### config.mk
export PLATFORM = sky130hd
export DESIGN_NAME = half_perimeter_wirelength_top
export DESIGN_NICKNAME = d
export VERILOG_FILES = /design/src/sv/hpwl_pkg.sv /design/src/sv/hpwl_fifo.sv /design/src/sv/hpwl_front.sv /design/src/sv/hpwl_back.sv /design/src/sv/half_perimeter_wirelength_top.sv
export VERILOG_INCLUDE_DIRS = /design/src /design/src/sv
export SDC_FILE = /design/constraint.sdc
export NUM_CORES = 2
export LEC_CHECK = 0
export BUFFER_PORTS_ARGS = -buffer_cell sky130_fd_sc_hd__buf_4
export CORE_MARGIN = 1.5
export CORE_UTILIZATION = 56
export CTS_CLUSTER_SIZE = 40
export DETAILED_ROUTE_END_ITERATION = 7
export HOLD_SLACK_MARGIN = 0.1
export PLACE_DENSITY_LB_ADDON = 0.08
export SYNTH_ARGS = -nofsm -noshare
export SYNTH_HDL_FRONTEND = slang
export SYNTH_HIERARCHICAL = 1
export SYNTH_SLANG_ARGS = --single-unit
### constraint.sdc
create_clock -name clk -period 12.3 [get_ports clk]
set_clock_uncertainty 0.2 [all_clocks]
set_input_delay 1.23 -clock clk [delete_from_list [all_inputs] [get_ports clk]]
set_output_delay 1.23 -clock clk [all_outputs]
set_load 0.05 [all_outputs]
### src/sv/half_perimeter_wirelength_top_macros.svh
// ----------------------------------------------------------------------------
// Assertion macros for the half-perimeter wirelength block
// Shared concurrent checks, clocked on clk and quiet while arst_n is low.
// ----------------------------------------------------------------------------
`ifndef HALF_PERIMETER_WIRELENGTH_TOP_MACROS_SVH
`define HALF_PERIMETER_WIRELENGTH_TOP_MACROS_SVH

// Same-cycle implication.
`define HPWL_ASSERT_NOW(label, ante, cons) \
	label: assert property (@(posedge clk) disable iff (!arst_n) (ante) |-> (cons)) \
		else $error("hpwl check failed");

// Next-cycle implication.
`define HPWL_ASSERT_NEXT(label, ante, cons) \
	label: assert property (@(posedge clk) disable iff (!arst_n) (ante) |=> (cons)) \
		else $error("hpwl check failed");

`endif

### src/sv/hpwl_pkg.sv
// ----------------------------------------------------------------------------
// hpwl_pkg
// Types and widths shared by the wirelength front end, back end and queues.
// ----------------------------------------------------------------------------
package hpwl_pkg;

	localparam int IN_W    = 32;
	localparam int COORD_W = 33;
	localparam int TOTAL_W = 64;

	// Item in the middle queue: pin position plus its class.
	typedef struct packed {
		logic signed [COORD_W-1:0] px;
		logic signed [COORD_W-1:0] py;
		logic                      net_end;
		logic                      design_end;
	} pin_t;

	// Item in the result queue.
	typedef struct packed {
		logic [COORD_W-1:0] net_width;
		logic [COORD_W-1:0] net_height;
		logic [TOTAL_W-1:0] sum_x;
		logic [TOTAL_W-1:0] sum_y;
		logic [TOTAL_W-1:0] sum_both;
		logic               run_done;
	} res_t;

endpackage

### src/sv/hpwl_fifo.sv
// ----------------------------------------------------------------------------
// hpwl_fifo
// Small register queue with push/full and pop/empty; head is always shown.
// ----------------------------------------------------------------------------
module hpwl_fifo #(
	parameter int WIDTH = 8,
	parameter int DEPTH = 4
) (
	input  logic             clk,
	input  logic             arst_n,
	input  logic             push,
	input  logic [WIDTH-1:0] wdata,
	output logic             full,
	input  logic             pop,
	output logic [WIDTH-1:0] rdata,
	output logic             empty
);

	localparam int AW = (DEPTH > 1) ? $clog2(DEPTH) : 1;
	localparam int CW = $clog2(DEPTH + 1);

	logic [WIDTH-1:0] mem_q [DEPTH];
	logic [AW-1:0]    wptr_q;
	logic [AW-1:0]    rptr_q;
	logic [CW-1:0]    count_q;
	logic             do_push;
	logic             do_pop;

	assign full    = (count_q == CW'(DEPTH));
	assign empty   = (count_q == '0);
	assign do_push = push && !full;
	assign do_pop  = pop && !empty;
	assign rdata   = mem_q[rptr_q];

	always_ff @(posedge clk or negedge arst_n) begin
		if (!arst_n) begin
			wptr_q  <= '0;
			rptr_q  <= '0;
			count_q <= '0;
		end else begin
			if (do_push) begin
				wptr_q <= (wptr_q == AW'(DEPTH - 1)) ? '0 : wptr_q + AW'(1);
			end
			if (do_pop) begin
				rptr_q <= (rptr_q == AW'(DEPTH - 1)) ? '0 : rptr_q + AW'(1);
			end
			if (do_push && !do_pop) begin
				count_q <= count_q + CW'(1);
			end else if (do_pop && !do_push) begin
				count_q <= count_q - CW'(1);
			end
		end
	end

	// Storage carries no reset.
	always_ff @(posedge clk) begin
		if (do_push) begin
			mem_q[wptr_q] <= wdata;
		end
	end

endmodule

### src/sv/hpwl_front.sv
// ----------------------------------------------------------------------------
// hpwl_front
// Form the pin position and classify the item as it enters the queue.
// ----------------------------------------------------------------------------
module hpwl_front (
	input  logic                              push,
	output logic                              full,
	input  logic signed [hpwl_pkg::IN_W-1:0]  cell_center_x,
	input  logic signed [hpwl_pkg::IN_W-1:0]  cell_center_y,
	input  logic signed [hpwl_pkg::IN_W-1:0]  pin_offset_x,
	input  logic signed [hpwl_pkg::IN_W-1:0]  pin_offset_y,
	input  logic                              net_end,
	input  logic                              design_end,
	output logic                              mid_push,
	output hpwl_pkg::pin_t                    mid_item,
	input  logic                              mid_full
);

	import hpwl_pkg::*;

	// Exact 33-bit sums; design end also closes the net.
	always_comb begin
		mid_item.px         = COORD_W'(cell_center_x) + COORD_W'(pin_offset_x);
		mid_item.py         = COORD_W'(cell_center_y) + COORD_W'(pin_offset_y);
		mid_item.net_end    = net_end || design_end;
		mid_item.design_end = design_end;
	end

	assign full     = mid_full;
	assign mid_push = push;

endmodule

### src/sv/hpwl_back.sv
// ----------------------------------------------------------------------------
// hpwl_back
// Grow the net box, take its extent, accumulate saturating totals.
// ----------------------------------------------------------------------------
module hpwl_back (
	input  logic           clk,
	input  logic           arst_n,
	input  hpwl_pkg::pin_t mid_item,
	input  logic           mid_empty,
	output logic           mid_pop,
	input  logic           out_full,
	output logic           out_push,
	output hpwl_pkg::res_t out_item
);

	import hpwl_pkg::*;

	logic en;

	// Open box state
	logic                      box_open_q;
	logic signed [COORD_W-1:0] min_x_q, max_x_q, min_y_q, max_y_q;
	logic signed [COORD_W-1:0] nmin_x, nmax_x, nmin_y, nmax_y;
	logic                      take;

	// Stage 1: closed box
	logic                      v_s1, done_s1;
	logic signed [COORD_W-1:0] min_x_s1, max_x_s1, min_y_s1, max_y_s1;

	// Stage 2: extent
	logic                      v_s2, done_s2;
	logic [COORD_W-1:0]        w_s2, h_s2;

	// Stage 3: totals
	logic                      v_s3, done_s3;
	logic [COORD_W-1:0]        w_s3, h_s3;
	logic [TOTAL_W-1:0]        tx_s3, ty_s3;
	logic [TOTAL_W-1:0]        total_x_q, total_y_q;
	logic [TOTAL_W:0]          tx_sum, ty_sum, both_sum;
	logic [TOTAL_W-1:0]        tx_next, ty_next;
	logic [COORD_W:0]          dx, dy;

	// Hold the whole pipe while the result queue is full.
	assign en      = !out_full;
	assign mid_pop = en && !mid_empty;
	assign take    = mid_pop;

	always_comb begin
		if (box_open_q) begin
			nmin_x = (mid_item.px < min_x_q) ? mid_item.px : min_x_q;
			nmax_x = (mid_item.px > max_x_q) ? mid_item.px : max_x_q;
			nmin_y = (mid_item.py < min_y_q) ? mid_item.py : min_y_q;
			nmax_y = (mid_item.py > max_y_q) ? mid_item.py : max_y_q;
		end else begin
			nmin_x = mid_item.px;
			nmax_x = mid_item.px;
			nmin_y = mid_item.py;
			nmax_y = mid_item.py;
		end
	end

	always_comb begin
		dx      = {max_x_s1[COORD_W-1], max_x_s1} - {min_x_s1[COORD_W-1], min_x_s1};
		dy      = {max_y_s1[COORD_W-1], max_y_s1} - {min_y_s1[COORD_W-1], min_y_s1};
		tx_sum  = {1'b0, total_x_q} + (TOTAL_W + 1)'(w_s2);
		ty_sum  = {1'b0, total_y_q} + (TOTAL_W + 1)'(h_s2);
		tx_next = tx_sum[TOTAL_W] ? '1 : tx_sum[TOTAL_W-1:0];
		ty_next = ty_sum[TOTAL_W] ? '1 : ty_sum[TOTAL_W-1:0];
		both_sum = {1'b0, tx_s3} + {1'b0, ty_s3};
	end

	always_ff @(posedge clk or negedge arst_n) begin
		if (!arst_n) begin
			box_open_q <= 1'b0;
			v_s1       <= 1'b0;
			v_s2       <= 1'b0;
			v_s3       <= 1'b0;
			total_x_q  <= '0;
			total_y_q  <= '0;
		end else if (en) begin
			v_s1 <= take && mid_item.net_end;
			v_s2 <= v_s1;
			v_s3 <= v_s2;
			if (take) begin
				box_open_q <= !mid_item.net_end;
			end
			if (v_s2) begin
				total_x_q <= done_s2 ? '0 : tx_next;
				total_y_q <= done_s2 ? '0 : ty_next;
			end
		end
	end

	always_ff @(posedge clk) begin
		if (en) begin
			if (take) begin
				min_x_q <= nmin_x;
				max_x_q <= nmax_x;
				min_y_q <= nmin_y;
				max_y_q <= nmax_y;
			end
			min_x_s1 <= nmin_x;
			max_x_s1 <= nmax_x;
			min_y_s1 <= nmin_y;
			max_y_s1 <= nmax_y;
			done_s1  <= mid_item.design_end;
			w_s2     <= dx[COORD_W-1:0];
			h_s2     <= dy[COORD_W-1:0];
			done_s2  <= done_s1;
			w_s3     <= w_s2;
			h_s3     <= h_s2;
			tx_s3    <= tx_next;
			ty_s3    <= ty_next;
			done_s3  <= done_s2;
		end
	end

	assign out_push = en && v_s3;

	always_comb begin
		out_item.net_width  = w_s3;
		out_item.net_height = h_s3;
		out_item.sum_x      = tx_s3;
		out_item.sum_y      = ty_s3;
		out_item.sum_both   = both_sum[TOTAL_W] ? '1 : both_sum[TOTAL_W-1:0];
		out_item.run_done   = done_s3;
	end

endmodule

### src/sv/half_perimeter_wirelength_top.sv
// An accepted item passes the middle queue, stages s1, s2 and s3, then the result queue.
// Throughput: one pin item per cycle; the back end holds only while the result queue is full.
// A net result appears for each item with net_end or design_end set; other items yield none.
// Reset (arst_n low, asynchronous) empties both queues, closes the open box and zeroes totals.
// ----------------------------------------------------------------------------
// half_perimeter_wirelength_top
// Half-perimeter wirelength accumulator: pin queue front, box/total back end.
// ----------------------------------------------------------------------------
`include "half_perimeter_wirelength_top_macros.svh"

module half_perimeter_wirelength_top #(
	parameter int MID_DEPTH = 4,
	parameter int OUT_DEPTH = 4
) (
	input  logic                                  clk,
	input  logic                                  arst_n,
	input  logic                                  push,
	output logic                                  full,
	input  logic signed [hpwl_pkg::IN_W-1:0]      cell_center_x,
	input  logic signed [hpwl_pkg::IN_W-1:0]      cell_center_y,
	input  logic signed [hpwl_pkg::IN_W-1:0]      pin_offset_x,
	input  logic signed [hpwl_pkg::IN_W-1:0]      pin_offset_y,
	input  logic                                  net_end,
	input  logic                                  design_end,
	output logic                                  empty,
	input  logic                                  pop,
	output logic [hpwl_pkg::COORD_W-1:0]          net_width,
	output logic [hpwl_pkg::COORD_W-1:0]          net_height,
	output logic [hpwl_pkg::TOTAL_W-1:0]          sum_x,
	output logic [hpwl_pkg::TOTAL_W-1:0]          sum_y,
	output logic [hpwl_pkg::TOTAL_W-1:0]          sum_both,
	output logic                                  run_done
);

	import hpwl_pkg::*;

	// Front to back queue
	logic mid_push, mid_full, mid_pop, mid_empty;
	pin_t mid_witem, mid_ritem;
	logic [$bits(pin_t)-1:0] mid_rdata;

	// Back to result queue
	logic out_push, out_full;
	res_t out_witem, out_ritem;
	logic [$bits(res_t)-1:0] out_rdata;

	// Front: add cell center and pin offset, fold design end into net end.
	hpwl_front u_front (
		.push          (push),
		.full          (full),
		.cell_center_x (cell_center_x),
		.cell_center_y (cell_center_y),
		.pin_offset_x  (pin_offset_x),
		.pin_offset_y  (pin_offset_y),
		.net_end       (net_end),
		.design_end    (design_end),
		.mid_push      (mid_push),
		.mid_item      (mid_witem),
		.mid_full      (mid_full)
	);

	// Decouple the input side from back-end stalls.
	hpwl_fifo #(
		.WIDTH ($bits(pin_t)),
		.DEPTH (MID_DEPTH)
	) u_mid_q (
		.clk    (clk),
		.arst_n (arst_n),
		.push   (mid_push),
		.wdata  (mid_witem),
		.full   (mid_full),
		.pop    (mid_pop),
		.rdata  (mid_rdata),
		.empty  (mid_empty)
	);

	assign mid_ritem = mid_rdata;

	// Back: grow the box, close nets, accumulate saturating totals.
	hpwl_back u_back (
		.clk       (clk),
		.arst_n    (arst_n),
		.mid_item  (mid_ritem),
		.mid_empty (mid_empty),
		.mid_pop   (mid_pop),
		.out_full  (out_full),
		.out_push  (out_push),
		.out_item  (out_witem)
	);

	// Result queue: holds finished nets until the consumer pops them.
	hpwl_fifo #(
		.WIDTH ($bits(res_t)),
		.DEPTH (OUT_DEPTH)
	) u_out_q (
		.clk    (clk),
		.arst_n (arst_n),
		.push   (out_push),
		.wdata  (out_witem),
		.full   (out_full),
		.pop    (pop),
		.rdata  (out_rdata),
		.empty  (empty)
	);

	assign out_ritem  = out_rdata;
	assign net_width  = out_ritem.net_width;
	assign net_height = out_ritem.net_height;
	assign sum_x      = out_ritem.sum_x;
	assign sum_y      = out_ritem.sum_y;
	assign sum_both   = out_ritem.sum_both;
	assign run_done   = out_ritem.run_done;

	// An accepted item must land in the middle queue.
	`HPWL_ASSERT_NEXT(a_accept_lands, push && !full, !mid_empty)
	// Saturating combined total never falls below either part.
	`HPWL_ASSERT_NOW(a_both_covers, !empty, (sum_both >= sum_x) && (sum_both >= sum_y))
	// The running totals already include this net.
	`HPWL_ASSERT_NOW(a_total_covers, !empty, (sum_x >= 64'(net_width)) && (sum_y >= 64'(net_height)))

endmodule
==> metrics.txt <==
post-synth top area share=0.608; Tmin final=5.74 ns; Distinct cells, synth=101; Die W=405 um; Final Setup Violations=0; Max FO, Critical Path=36; Layout Nets=6831; warnings from Yosys=6; leading post-synthesis cells by cell area=edfxtp_1 (61%), mux4_2 (8.1%), ha_1 (5.5%), dfrtp_1 (4.0%), a21oi_1 (1.9%); Total Routed Length=201000 um; top_reg_cell synth=edfxtp_1; drt pass-1 iters=5; RSZ-0062 raised after global routing=no; vias per cell=5.94; status=complete, no violations; Final ANT Viol Nets=0; Std-Cell Rows=147; Seq/Total Area, Yosys=0.648; initial antenna violation count=4; initial DRC count=4325; io pins=395; CP Data Required Time=12.66 ns; Setup Crit Path Kind=flop to flop; maximum operating frequency=174 MHz; Synth Instances=5865; synthesized area=90600 sq um; WP data arrival=6.10 ns; Final Cycle Share=0.467; post-DP HPWL=136000 um; Post-Synthesis Net Count=6408; Setup crit end kind=flop; full die area=164000 sq um; Final Max Tran Viols=0; area leader, netlist=edfxtp_1; total CTS buffers=195; TritonCTS clock tree=done; Die Ht=405 um; Vias=51220; CTS clk-pin slew, worst paths=0.06 ns; Synth-to-Final Area Change=12.5%; R2R Path Start=u_mid_q/rptr_q[0]; worst hold path type=input pin to async pin; worst rel slew slack=0.249; FILL cells=11619; PostCTS Resize Cnt=0; Placeable Area=161000 sq um; worst skew pair latency=0.84 ns; r2r setup slk=6.56 ns; final RePlAce weighted congestion=0.933; reg2reg path depth=9; Setup Buffers After CTS=0; GRT overflow=0; Worst Setup EP=u_back/max_y_q[12]; CTS root buffer=clkbuf_16; Initial Util=0.564; clock tree buffer depth=3; r2r endpoint=u_back/max_y_q[12]; Setup Total Neg Slack=0 ns; Tightest Pin Transition=1.13 ns; DRC=0; Critical Path Start=u_mid_q/rptr_q[0]; Post-CTS Hold Fix Bufs=0; FF+latch count, synth=1981; port bufs=394; Total Routing Usage GR=0.244; endpoints failing hold=0; Synth async-reset ratio=0.0737; EDFF count, synth=1835; H-tree depth=4; Syn Area/Cell=15.5 sq um; ratio of cells with drive above 1 in the final layout=0.198; Critical Path Source Type=flop; clock tree sinks=1981; vias in the first global route=50929; Max-cap violations=0; routed len/inst=23.3 um; largest net degree at the start of global routing=147; first-pass GRT wire length=306000 um
worst min path at each step:
stage               cells past startpoint                 to
CTS                                     1  u_mid_q/rptr_q[1]
floorplan                               0     u_back/done_s2
global route                            1  u_mid_q/wptr_q[0]
finish                                  1  u_mid_q/wptr_q[1]
global placement                        0     u_back/done_s2
detailed placement                      0     u_back/done_s2
metal layers:
layer	up-vias	GRT usage	wire length [um]
li1	23753	-	-
met1	25670	0.361	90900
met2	1547	0.387	94700
met3	250	0.0343	11100
met4	0	0.0596	4050
met5	-	0	0
critical path: stages, from the launching register on:
cell and delay, ns:
dfrtp_4 0.87, buf_4 0.69, mux4_2 0.65, ha_1 0.33, nand4_1 0.15, nor4_1 0.54
o31ai_1 0.21, a32oi_2 0.94, buf_4 0.45, mux2_2 0.40
flip-flops by register name, summed over array words and instances (netlist names), 64 cells and up:
name,flops
u_out_q/mem_q,1036
u_mid_q/mem_q,272
u_back/total_x_q,64
u_back/total_y_q,64
u_back/tx_s3,64
u_back/ty_s3,64
per-stage QoR:
stage	worst slack [ns]	hold slack [ns]	util	std cells	instance area [sq um]
finish	6.56	0.144	0.635	8623	102000
CTS	6.37	0.135	0.635	8620	102000
floorplan	0.863	0.200	-	5865	90600
detailed placement	6.38	0.213	0.595	8251	95500
global placement	6.37	0.207	0.595	8251	95500
global route	6.15	0.141	0.635	8620	102000
placed cells by master (no fill, tap or decap), drive strengths merged, types with 17 or more instances in the layout:
master  Yosys  final
nor2b      44     44
nand2b     51     51
inv       287    296
a22o       63     63
a31oi      45     45
bufinv      0     21
clkinv      0     77
a211oi     36     36
xor2       95     95
o21ai     193    193
edfxtp   1835   1835
nand4      70     70
a21o      181    181
a21oi     339    339
nand2     348    348
o21a       36     36
o211ai     24     24
dfrtp     146    146
xnor2     175    175
nor4       17     17
mux2      146    146
and2       23     23
or2        18     18
ha        400    400
o31ai      21     21
a31o       17     17
buf       107    440
nor2      223    223
and3       61     61
nor3       85     85
mux4      327    327
nand3      96     96
o21bai     42     42
clkbuf    107    253
Yosys cell counts, drive strengths merged (85+ instances only):
cell type / n
mux4: 327
mux2: 146
nor2: 223
xnor2: 175
nand2: 348
buf: 107
nor3: 85
inv: 287
a21o: 181
o21ai: 193
clkbuf: 107
dfrtp: 146
a21oi: 339
xor2: 95
nand3: 96
ha: 400
edfxtp: 1835
cell type report:
type                    instances  area, sq um  area share
multi-input cells            3383        29600       0.290
flip-flops and latches       1981        58800       0.576
clock inverters               116         1170      0.0115
diodes                          3         7.51   0.0000736
clock buffers                 253         5240      0.0514
well taps                    2160         2700      0.0265
repair buffers                440         3380      0.0332
inverters                     287         1080      0.0106
kinds of logic after synthesis:
kind of cell,count (synthesis),share of synthesized area
AO/OA/AOI/OAI,1120,0.0821
XOR/XNOR,270,0.0261
adder cells (fa/ha/maj),409,0.0572
buffers and inverters,501,0.0259
flip-flops,1981,0.648
multiplexers,480,0.100
AND/OR/NAND/NOR,1104,0.0600
Power is left out: the tool's default activity adds up to more than one toggle a clock period on the data nets, which glitch-free logic cannot reach.
